--- config.mk ---
export PLATFORM = sky130hd
export DESIGN_NAME = doubly_linked_list_with_cursor_unit
export DESIGN_NICKNAME = d
export VERILOG_FILES = /design/src/dll_pkg.sv /design/src/dll_ctrl.sv /design/src/dll_dp.sv /design/src/doubly_linked_list_with_cursor_unit.sv
export SDC_FILE = /design/constraint.sdc
export NUM_CORES = 2
export LEC_CHECK = 0
export BUFFER_PORTS_ARGS = -buffer_cell sky130_fd_sc_hd__buf_2
export CAP_MARGIN = 5
export CELL_PAD_IN_SITES_DETAIL_PLACEMENT = 1
export CELL_PAD_IN_SITES_GLOBAL_PLACEMENT = 1
export CORE_MARGIN = 4
export CORE_UTILIZATION = 40
export DETAILED_ROUTE_END_ITERATION = 6
export PLACE_DENSITY = 0.63
export SETUP_SLACK_MARGIN = 0.1
export SYNTH_ARGS = -nofsm -noshare
export SYNTH_HDL_FRONTEND = slang
export SYNTH_SLANG_ARGS = --single-unit
--- constraint.sdc ---
create_clock -name clk -period 13.28 [get_ports clk]
set_clock_uncertainty 0.15 [all_clocks]
set_input_delay 0.664 -clock clk [delete_from_list [all_inputs] [get_ports clk]]
set_output_delay 0.664 -clock clk [all_outputs]
set_load 0.02 [all_outputs]
--- src/dll_pkg.sv ---
// Package: shared constants, command codes and controller types for the linked-list unit.
`timescale 1ns / 1ps

package dll_pkg;

  localparam int unsigned DEF_CAPACITY = 64;

  localparam int unsigned CMD_W    = 5;
  localparam int unsigned DATA_W   = 32;
  localparam int unsigned STATUS_W = 2;
  localparam int unsigned S_TDATA_W = 40;
  localparam int unsigned M_TDATA_W = 40;

  localparam logic [CMD_W-1:0] CMD_CLEAR      = 5'd0;
  localparam logic [CMD_W-1:0] CMD_INS_FIRST  = 5'd1;
  localparam logic [CMD_W-1:0] CMD_INS_LAST   = 5'd2;
  localparam logic [CMD_W-1:0] CMD_GO_FIRST   = 5'd3;
  localparam logic [CMD_W-1:0] CMD_GO_LAST    = 5'd4;
  localparam logic [CMD_W-1:0] CMD_RD_FIRST   = 5'd5;
  localparam logic [CMD_W-1:0] CMD_RD_LAST    = 5'd6;
  localparam logic [CMD_W-1:0] CMD_DEL_FIRST  = 5'd7;
  localparam logic [CMD_W-1:0] CMD_DEL_LAST   = 5'd8;
  localparam logic [CMD_W-1:0] CMD_DEL_AFTER  = 5'd9;
  localparam logic [CMD_W-1:0] CMD_DEL_BEFORE = 5'd10;
  localparam logic [CMD_W-1:0] CMD_INS_AFTER  = 5'd11;
  localparam logic [CMD_W-1:0] CMD_INS_BEFORE = 5'd12;
  localparam logic [CMD_W-1:0] CMD_RD_ACTIVE  = 5'd13;
  localparam logic [CMD_W-1:0] CMD_WR_ACTIVE  = 5'd14;
  localparam logic [CMD_W-1:0] CMD_STEP_NEXT  = 5'd15;
  localparam logic [CMD_W-1:0] CMD_STEP_PREV  = 5'd16;
  localparam logic [CMD_W-1:0] CMD_QUERY      = 5'd17;

  localparam logic [STATUS_W-1:0] ST_OK    = 2'd0;
  localparam logic [STATUS_W-1:0] ST_EMPTY = 2'd1;
  localparam logic [STATUS_W-1:0] ST_FULL  = 2'd2;

  typedef enum logic [2:0] {
    S_IDLE,
    S_RD0,
    S_RD1,
    S_RD2,
    S_WR0,
    S_WR1,
    S_RESP
  } state_t;

  typedef struct packed {
    logic take;
    logic rd0;
    logic rd1;
    logic rd2;
    logic wr0;
    logic wr1;
    logic load;
  } ctrl_t;

endpackage

--- src/dll_ctrl.sv ---
// Controller: sequences each command through read, write and response phases.
`timescale 1ns / 1ps

module dll_ctrl (
  input  logic           clk,
  input  logic           rst,
  input  logic           s_tvalid,
  output logic           s_tready,
  output logic           m_tvalid,
  input  logic           m_tready,
  output dll_pkg::ctrl_t ctrl
);

  dll_pkg::state_t state, state_next;
  logic            m_tvalid_next;

  always_ff @(posedge clk) begin
    if (rst) begin
      state    <= dll_pkg::S_IDLE;
      m_tvalid <= 1'b0;
    end else begin
      state    <= state_next;
      m_tvalid <= m_tvalid_next;
    end
  end

  always_comb begin
    state_next    = state;
    ctrl          = '0;
    s_tready      = 1'b0;
    m_tvalid_next = m_tvalid && !m_tready;
    unique case (state)
      dll_pkg::S_IDLE: begin
        s_tready = 1'b1;
        if (s_tvalid) begin
          ctrl.take  = 1'b1;
          state_next = dll_pkg::S_RD0;
        end
      end
      dll_pkg::S_RD0: begin
        ctrl.rd0   = 1'b1;
        state_next = dll_pkg::S_RD1;
      end
      dll_pkg::S_RD1: begin
        ctrl.rd1   = 1'b1;
        state_next = dll_pkg::S_RD2;
      end
      dll_pkg::S_RD2: begin
        ctrl.rd2   = 1'b1;
        state_next = dll_pkg::S_WR0;
      end
      dll_pkg::S_WR0: begin
        ctrl.wr0   = 1'b1;
        state_next = dll_pkg::S_WR1;
      end
      dll_pkg::S_WR1: begin
        ctrl.wr1   = 1'b1;
        state_next = dll_pkg::S_RESP;
      end
      dll_pkg::S_RESP: begin
        // wait for the output register to drain
        if (!m_tvalid || m_tready) begin
          ctrl.load     = 1'b1;
          m_tvalid_next = 1'b1;
          state_next    = dll_pkg::S_IDLE;
        end
      end
      default: state_next = dll_pkg::S_IDLE;
    endcase
  end

endmodule

--- src/dll_dp.sv ---
// Datapath: node memories, list pointers, link updates and the result register.
`timescale 1ns / 1ps

module dll_dp #(
  parameter int unsigned CAPACITY = dll_pkg::DEF_CAPACITY
) (
  input  logic                          clk,
  input  logic                          rst,
  input  dll_pkg::ctrl_t                ctrl,
  input  logic [dll_pkg::CMD_W-1:0]     cmd_in,
  input  logic [dll_pkg::DATA_W-1:0]    din_in,
  output logic [dll_pkg::DATA_W-1:0]    dout,
  output logic [dll_pkg::STATUS_W-1:0]  status,
  output logic                          cursor_set
);

  localparam int unsigned AW = (CAPACITY > 1) ? $clog2(CAPACITY) : 1;
  localparam int unsigned IW = $clog2(CAPACITY + 1);
  localparam logic [IW-1:0] NIL = IW'(CAPACITY);

  logic [dll_pkg::DATA_W-1:0] val_mem  [CAPACITY];
  logic [IW-1:0]              prev_mem [CAPACITY];
  logic [IW-1:0]              next_mem [CAPACITY];
  logic [CAPACITY-1:0]        next_vld;

  logic [dll_pkg::CMD_W-1:0]  cmd;
  logic [dll_pkg::DATA_W-1:0] din;
  logic [IW-1:0] head, tail, cur, free;
  logic [IW-1:0] head_next, tail_next, cur_next, free_next;
  logic [IW-1:0] a_n, a_p, b_n, b_p;
  logic [dll_pkg::DATA_W-1:0] a_v;
  logic [dll_pkg::DATA_W-1:0]   res_dout, res_dout_next;
  logic [dll_pkg::STATUS_W-1:0] res_status, res_status_next;

  logic [IW-1:0]              ra, ra_q;
  logic [dll_pkg::DATA_W-1:0] rv_q;
  logic [IW-1:0]              rp_q, rn_q, next_out;
  logic                       nv_q;

  logic                       we_v, we_p, we_n;
  logic [IW-1:0]              wa_v, wa_p, wa_n, wd_p, wd_n;

  logic empty, single, full, nocur;

  assign empty  = (head == NIL);
  assign single = (head == tail);
  assign full   = (free == NIL);
  assign nocur  = (cur == NIL);

  // next links never written read as the reset chain, entry i to i plus one
  assign next_out = nv_q ? rn_q : ra_q + IW'(1);

  // read address: first read in RD0, dependent read in RD1
  always_comb begin
    ra = '0;
    if (ctrl.rd0) begin
      unique case (cmd)
        dll_pkg::CMD_INS_FIRST, dll_pkg::CMD_INS_LAST,
        dll_pkg::CMD_INS_AFTER, dll_pkg::CMD_INS_BEFORE: ra = free;
        dll_pkg::CMD_RD_FIRST, dll_pkg::CMD_DEL_FIRST:   ra = head;
        dll_pkg::CMD_RD_LAST, dll_pkg::CMD_DEL_LAST:     ra = tail;
        default:                                         ra = cur;
      endcase
    end else if (ctrl.rd1) begin
      unique case (cmd)
        dll_pkg::CMD_DEL_AFTER:  ra = next_out;
        dll_pkg::CMD_DEL_BEFORE: ra = rp_q;
        default:                 ra = cur;
      endcase
    end
  end

  always_ff @(posedge clk) begin
    rv_q <= val_mem[ra[AW-1:0]];
    rp_q <= prev_mem[ra[AW-1:0]];
    rn_q <= next_mem[ra[AW-1:0]];
    nv_q <= next_vld[ra[AW-1:0]];
    ra_q <= ra;
  end

  // memory writes for the two write phases
  always_comb begin
    we_v = 1'b0; wa_v = free;
    we_p = 1'b0; wa_p = '0; wd_p = '0;
    we_n = 1'b0; wa_n = '0; wd_n = '0;
    if (ctrl.wr0) begin
      unique case (cmd)
        dll_pkg::CMD_CLEAR: begin
          we_n = !empty; wa_n = tail; wd_n = free;
        end
        dll_pkg::CMD_INS_FIRST: begin
          we_v = !full;
          we_p = !full; wa_p = free; wd_p = NIL;
          we_n = !full; wa_n = free; wd_n = head;
        end
        dll_pkg::CMD_INS_LAST: begin
          we_v = !full;
          we_n = !full; wa_n = free; wd_n = NIL;
          we_p = !full; wa_p = free; wd_p = tail;
        end
        dll_pkg::CMD_DEL_FIRST: begin
          we_p = !empty && !single; wa_p = a_n; wd_p = NIL;
        end
        dll_pkg::CMD_DEL_LAST: begin
          we_n = !empty && !single; wa_n = a_p; wd_n = NIL;
        end
        dll_pkg::CMD_DEL_AFTER: begin
          we_n = !nocur && (cur != tail); wa_n = cur; wd_n = b_n;
        end
        dll_pkg::CMD_DEL_BEFORE: begin
          we_p = !nocur && (cur != head); wa_p = cur; wd_p = b_p;
          we_n = !nocur && (cur != head) && (b_p != NIL); wa_n = b_p; wd_n = cur;
        end
        dll_pkg::CMD_INS_AFTER: begin
          we_v = !nocur && !full;
          we_p = !nocur && !full; wa_p = free; wd_p = cur;
          we_n = !nocur && !full; wa_n = free; wd_n = b_n;
        end
        dll_pkg::CMD_INS_BEFORE: begin
          we_v = !nocur && !full;
          we_n = !nocur && !full; wa_n = free; wd_n = cur;
          we_p = !nocur && !full; wa_p = free; wd_p = b_p;
        end
        dll_pkg::CMD_WR_ACTIVE: begin
          we_v = !nocur; wa_v = cur;
        end
        default: ;
      endcase
    end else if (ctrl.wr1) begin
      unique case (cmd)
        dll_pkg::CMD_INS_FIRST: begin
          we_p = !full && !empty; wa_p = head; wd_p = free;
        end
        dll_pkg::CMD_INS_LAST: begin
          we_n = !full && (tail != NIL); wa_n = tail; wd_n = free;
        end
        dll_pkg::CMD_DEL_FIRST: begin
          we_n = !empty; wa_n = head; wd_n = free;
        end
        dll_pkg::CMD_DEL_LAST: begin
          we_n = !empty; wa_n = tail; wd_n = free;
        end
        dll_pkg::CMD_DEL_AFTER: begin
          we_n = !nocur && (cur != tail); wa_n = a_n; wd_n = free;
          we_p = !nocur && (cur != tail) && (b_n != NIL); wa_p = b_n; wd_p = cur;
        end
        dll_pkg::CMD_DEL_BEFORE: begin
          we_n = !nocur && (cur != head); wa_n = a_p; wd_n = free;
        end
        dll_pkg::CMD_INS_AFTER: begin
          we_p = !nocur && !full && (cur != tail); wa_p = b_n; wd_p = free;
          we_n = !nocur && !full; wa_n = cur; wd_n = free;
        end
        dll_pkg::CMD_INS_BEFORE: begin
          we_n = !nocur && !full && (cur != head); wa_n = b_p; wd_n = free;
          we_p = !nocur && !full; wa_p = cur; wd_p = free;
        end
        default: ;
      endcase
    end
  end

  always_ff @(posedge clk) begin
    if (we_v && wa_v != NIL) val_mem[wa_v[AW-1:0]] <= din;
    if (we_p && wa_p != NIL) prev_mem[wa_p[AW-1:0]] <= wd_p;
    if (we_n && wa_n != NIL) next_mem[wa_n[AW-1:0]] <= wd_n;
  end

  always_ff @(posedge clk) begin
    if (rst) begin
      next_vld <= '0;
    end else if (we_n && wa_n != NIL) begin
      next_vld[wa_n[AW-1:0]] <= 1'b1;
    end
  end

  // pointer updates and result, applied at the end of the last write phase
  always_comb begin
    head_next       = head;
    tail_next       = tail;
    cur_next        = cur;
    free_next       = free;
    res_dout_next   = '0;
    res_status_next = dll_pkg::ST_OK;
    unique case (cmd)
      dll_pkg::CMD_CLEAR: begin
        if (!empty) free_next = head;
        head_next = NIL; tail_next = NIL; cur_next = NIL;
      end
      dll_pkg::CMD_INS_FIRST: begin
        if (full) res_status_next = dll_pkg::ST_FULL;
        else begin
          free_next = a_n;
          if (empty) tail_next = free;
          head_next = free;
        end
      end
      dll_pkg::CMD_INS_LAST: begin
        if (full) res_status_next = dll_pkg::ST_FULL;
        else begin
          free_next = a_n;
          if (tail == NIL) head_next = free;
          tail_next = free;
        end
      end
      dll_pkg::CMD_GO_FIRST: cur_next = head;
      dll_pkg::CMD_GO_LAST:  cur_next = tail;
      dll_pkg::CMD_RD_FIRST: begin
        if (empty) res_status_next = dll_pkg::ST_EMPTY;
        else res_dout_next = a_v;
      end
      dll_pkg::CMD_RD_LAST: begin
        if (tail == NIL) res_status_next = dll_pkg::ST_EMPTY;
        else res_dout_next = a_v;
      end
      dll_pkg::CMD_RD_ACTIVE: begin
        if (nocur) res_status_next = dll_pkg::ST_EMPTY;
        else res_dout_next = a_v;
      end
      dll_pkg::CMD_DEL_FIRST: begin
        if (!empty) begin
          if (cur == head) cur_next = NIL;
          if (single) begin
            head_next = NIL; tail_next = NIL;
          end else head_next = a_n;
          free_next = head;
        end
      end
      dll_pkg::CMD_DEL_LAST: begin
        if (!empty) begin
          if (cur == tail) cur_next = NIL;
          if (single) begin
            head_next = NIL; tail_next = NIL;
          end else tail_next = a_p;
          free_next = tail;
        end
      end
      dll_pkg::CMD_DEL_AFTER: begin
        if (!nocur && cur != tail) begin
          if (b_n == NIL) tail_next = cur;
          free_next = a_n;
        end
      end
      dll_pkg::CMD_DEL_BEFORE: begin
        if (!nocur && cur != head) begin
          if (b_p == NIL) head_next = cur;
          free_next = a_p;
        end
      end
      dll_pkg::CMD_INS_AFTER: begin
        if (!nocur) begin
          if (full) res_status_next = dll_pkg::ST_FULL;
          else begin
            free_next = a_n;
            if (cur == tail) tail_next = free;
          end
        end
      end
      dll_pkg::CMD_INS_BEFORE: begin
        if (!nocur) begin
          if (full) res_status_next = dll_pkg::ST_FULL;
          else begin
            free_next = a_n;
            if (cur == head) head_next = free;
          end
        end
      end
      dll_pkg::CMD_STEP_NEXT: if (!nocur) cur_next = a_n;
      dll_pkg::CMD_STEP_PREV: if (!nocur) cur_next = a_p;
      default: ;
    endcase
  end

  always_ff @(posedge clk) begin
    if (rst) begin
      head <= NIL;
      tail <= NIL;
      cur  <= NIL;
      free <= '0;
    end else if (ctrl.wr1) begin
      head <= head_next;
      tail <= tail_next;
      cur  <= cur_next;
      free <= free_next;
    end
  end

  always_ff @(posedge clk) begin
    if (ctrl.take) begin
      cmd <= cmd_in;
      din <= din_in;
    end
    if (ctrl.rd1) begin
      a_n <= next_out;
      a_p <= rp_q;
      a_v <= rv_q;
    end
    if (ctrl.rd2) begin
      b_n <= next_out;
      b_p <= rp_q;
    end
    if (ctrl.wr1) begin
      res_dout   <= res_dout_next;
      res_status <= res_status_next;
    end
    if (ctrl.load) begin
      dout       <= res_dout;
      status     <= res_status;
      cursor_set <= (cur != NIL);
    end
  end

endmodule

--- src/doubly_linked_list_with_cursor_unit.sv ---
// Top level: doubly linked list with cursor over a pooled node memory.
`timescale 1ns / 1ps

// Channel   Dir  Fields (tdata, low bit first)
// s_axis    in   command[4:0], data_in[36:5], zero pad to 40 bits
// m_axis    out  data_out[31:0], status[33:32], cursor_set[34], zero pad
//
// Every command passes from acceptance to a loaded result through a first
// node read, a dependent read, a capture phase, two write phases and the result
// load. The single read port of the node memories and the link writes set that
// sequence. The next command is accepted in the cycle after the load; a full
// output register holds the controller in its load phase until the result is
// taken. The next command is accepted while the previous result waits in the
// output register. Reset is synchronous and clears the list to empty with the
// free chain in index order; no clearing pass is needed.

module doubly_linked_list_with_cursor_unit #(
  parameter int unsigned CAPACITY = dll_pkg::DEF_CAPACITY
) (
  input  logic                            clk,
  input  logic                            rst,
  input  logic                            s_axis_tvalid,
  output logic                            s_axis_tready,
  // command[4:0], data_in[36:5]
  input  logic [dll_pkg::S_TDATA_W-1:0]   s_axis_tdata,
  output logic                            m_axis_tvalid,
  input  logic                            m_axis_tready,
  // data_out[31:0], status[33:32], cursor_set[34]
  output logic [dll_pkg::M_TDATA_W-1:0]   m_axis_tdata
);

  dll_pkg::ctrl_t                ctrl;
  logic [dll_pkg::DATA_W-1:0]    dout;
  logic [dll_pkg::STATUS_W-1:0]  status;
  logic                          cursor_set;

  // sequence each transaction through its phases
  dll_ctrl u_ctrl (
    .clk      (clk),
    .rst      (rst),
    .s_tvalid (s_axis_tvalid),
    .s_tready (s_axis_tready),
    .m_tvalid (m_axis_tvalid),
    .m_tready (m_axis_tready),
    .ctrl     (ctrl)
  );

  // node memories, pointers and result register
  dll_dp #(
    .CAPACITY (CAPACITY)
  ) u_dp (
    .clk        (clk),
    .rst        (rst),
    .ctrl       (ctrl),
    .cmd_in     (s_axis_tdata[4:0]),
    .din_in     (s_axis_tdata[36:5]),
    .dout       (dout),
    .status     (status),
    .cursor_set (cursor_set)
  );

  // pack the result, pad upper bits with zeros
  assign m_axis_tdata = {5'd0, cursor_set, status, dout};

endmodule
==> flow_summary_export.csv <==
group,metric,value,unit
outcome,status,"finished, violations left",
outcome,violations,"max-capacitance violations, max-slew violations",
timing,slew_violations,1,
setup_path,critical_path.max_stage_delay,1070,ps
cts,h-tree-depth,5,
setup_path,r2r_start,"u_dp.cmd[3]",
drt,ant_nets,0,
timing,tns,0,ps
setup_path,r2r_end,"u_dp.rn_q[1]",
grt,grt_overflow,0,
yosys,syn_avg_cell_area,13.7,sq um
yosys,async_reset_ff_frac,0,
timing,fin_crit,6990,ps
floorplan,die_height,575,um
hold_path,worstHoldPathType,"reg -> reg",
yosys,synth-seq-cells,3260,
layout,layout.nets,9590,
drt,finalWirelength,437,mm
grt,grt_pass1_vias,85000,
timing,rsz0062_at_grt,"no",
run,maxCapViolCount,2,
timing,finalHoldViolCount,0,
yosys,ys_top_cells_by_count,"edfxtp_1, nand2_1, nand3_1, a21oi_1, mux2i_1",
drt,routed.top_layer,"met4",
place,port_buffers,77,
yosys,ys_seq_area_frac,0.749,
yosys,synth.area.top_cells,"edfxtp_1, nand2_1, mux2i_1",
yosys,synth_top_area_share,0.726,
cts,insertion_delay,950,ps
yosys,synth.largest_area_cell,"edfxtp_1",
hold_path,hold_path_end,"u_dp.a_v[22]",
power_and_ir_drop,power_density,153,nW/um^2
drt,vias,83600,
cts,ctsResizeCount,0,
setup_path,crit_slowest_cell,"nor4_1",
power_and_ir_drop,power,0.0225,W
timing,clock.fmax,0.143,GHz
cts,cts_hold_buffers,39,
yosys,synth_ff_type,"edfxtp_1",
setup_path,reg2reg_depth,14,
cts,cts.sinks,3260,
grt,grt_use_total,0.256,
yosys,netlist_area,129000,sq um
grt,grt_start_max_net_pins,175,
floorplan,die_width,575,um
setup_path,crit_chain,"buf_4, nor3b_1, nand2_1, a31o_2, o32ai_4, buf_12, inv_6, nand3_4, buf_4, buf_4, a21oi_1, nor4_1, a32oi_1, o22a_1",
floorplan,core_area,319000,sq um
cts,post-cts-setup-buffers,0,
setup_path,required,13910,ps
timing,period_share,0.526,
setup_path,cp_top_family,"simple AND/OR/NAND/NOR gates",
drt,first_pass_iters,7,
drt,dr_wl_met2,203,mm
timing,holdWs,256,ps
timing,setup_violations,0,
yosys,yosys.cell_count.top_type,"edfxtp_1",
timing,worstMarginPinSlew,1490,ps
setup_path,critPathCaptureType,"flip-flop",
setup_path,path_common_cell,"buf_4",
floorplan,dieArea,331000,sq um
setup_path,worst-path-buf-inv,5,
place,dp_hpwl,245,mm
yosys,synth_edf_count,3110,
yosys,ys_warn_count,0,
setup_path,crit_type,"reg -> reg",
timing,worst_slack,6290,ps
floorplan,num_rows,207,
drt,avgRoutedWirePerCell,30.9,um
drt,drt_drc_violations_left,0,
drt,vias_per_cell,5.92,
setup_path,crit_fanout,86,
hold_path,min_path_cells,0,
layout,nFillCells,32000,
hold_path,holdCritStartpoint,"u_dp.rv_q[22]",
floorplan,ioPinCount,86,
drt,initialDrtViolationCount,9771,
place,pre_cts_slack,6480,ps
cts,clk_pin_slew_worst_paths,60,ps
cts,tritoncts,"built",
power_and_ir_drop,ir_drop,128,uV
place,gp_congestion,0.928,
grt,grt_pass1_wl,619,mm
setup_path,startpoint_type,"flip-flop",
layout,post_route_cells_drive_above_1_share,0.106,
cts,ctsRootBufferMaster,"clkbuf_16",
floorplan,initial_core_util,0.403,
cts,clk_path_buf_depth,4,
yosys,synth.distinct_cells,87,
setup_path,ff2ff_setup_slack,6290,ps
cts,cts_buffers,349,
timing,slew_headroom,-0.00182,
drt,drt-met1-wl,184,mm
drt,wl_met3,33.0,mm
setup_path,worst_ep_arrival_time,7610,ps
layout,syn2layout_area_growth,13.7,%
grt,antenna_found_initial,24,
power_and_ir_drop,leakage,50.6,nW
yosys,synth_cells,9419,
==> layer usage <==
metal  GRT usage  vias up
met4      0.0935        0
li1            -    35600
met3      0.0401      758
met5           0        -
met1       0.357    43800
met2       0.409     3420
==> sequential cells by signal (all words and copies together) (netlist names), 7 cells and up <==
signal	cells
u_dp.b_n	7
u_dp.ra_q	7
u_dp.rv_q	32
u_dp.din	32
u_dp.next_mem	448
u_dp.head	7
u_dp.rp_q	7
u_dp.res_dout	32
u_dp.a_v	32
u_dp.next_vld	64
u_dp.b_p	7
u_dp.val_mem	2048
u_dp.a_n	7
u_dp.tail	7
u_dp.cur	7
u_dp.rn_q	7
u_dp.a_p	7
u_dp.prev_mem	448
u_dp.dout	32
u_dp.free	7
==> cell families (layout without fill, tap and decap cells) <==
kind of cell | count (synthesis) | after routing | share of synthesized area
xor gates and xnor gates | 30 | 30 | 0.00204
and+or+nand+nor | 3647 | 3647 | 0.122
adders and majority gates | 2 | 2 | 0.000175
other | 1 | 14 | 0.0000291
DFF | 3260 | 3260 | 0.749
AOI/OAI and AO/OA | 1408 | 1408 | 0.0724
muxes | 435 | 435 | 0.0339
buffers and inverters | 636 | 1041 | 0.0207
==> per-stage QoR <==
stage / area, sq um / util / cells
2_1_floorplan: 129000 / - / 9423
3_3_place_gp: 135000 / 0.423 / 13400
3_5_place_dp: 135000 / 0.423 / 13400
4_1_cts: 146000 / 0.459 / 14100
5_1_grt: 146000 / 0.459 / 14100
6_report: 146000 / 0.459 / 14100
==> cell type report <==
class                   instances  area, sq um  share of cell area
diodes                          9         22.5            0.000154
repair buffers                389         3000              0.0205
well taps                    4284         5360              0.0366
flip-flops and latches       3260        96400               0.659
clock inverters               176         1500              0.0102
multi-input cells            5527        30500               0.208
inverters                      18         87.6            0.000599
clock buffers                 458         9480              0.0648
==> power breakdown <==
part           switching [W]  internal (W)  leakage (nW)
combinational        0.00120      0.000387          13.8
clock                0.00405       0.00545          5.39
sequential         0.0000573        0.0113          31.4
==> worst max path at each step <==
| stage | from | endpoint | slack, ps | depth (start not counted) |
|---|---|---|---|---|
| floorplan | u_dp.cmd[0] | u_dp.next_mem[0][6] | 7600 | 9 |
| global placement | u_dp.cmd[3] | u_dp.rn_q[2] | 6520 | 14 |
| detailed placement | u_dp.cmd[2] | u_dp.rn_q[2] | 6480 | 14 |
| CTS | u_dp.cmd[2] | u_dp.rn_q[2] | 6490 | 14 |
| global route | u_dp.cmd[1] | u_dp.rn_q[1] | 6190 | 14 |
| finish | u_dp.cmd[3] | u_dp.rn_q[1] | 6290 | 14 |
==> layout by cell type (no fill, tap or decap), types with 15 or more instances in the layout <==
master            n
nand3_1         612
clkbuf_8         15
nor2_4           73
nor3_1           64
buf_4           259
xor2_1           17
bufinv_16        22
nor2_1          205
nand4_1          94
a31oi_1          85
a2111oi_0        17
clkbuf_1         85
clkinv_1         71
a21oi_1         582
dfxtp_1         150
o21ba_2          64
dlygate4sd3_1    39
a22oi_1          60
nand2_1        2273
o21ai_0          42
and2_1           44
a32oi_1         168
buf_2            77
clkbuf_16       358
edfxtp_1       3110
o21a_1           24
clkinv_2         59
nor4_1          190
mux2i_1         431
o22a_1           25
a22o_1           16
o22ai_1         140
a222oi_1         19
Power figures use the tool's default switching activity.
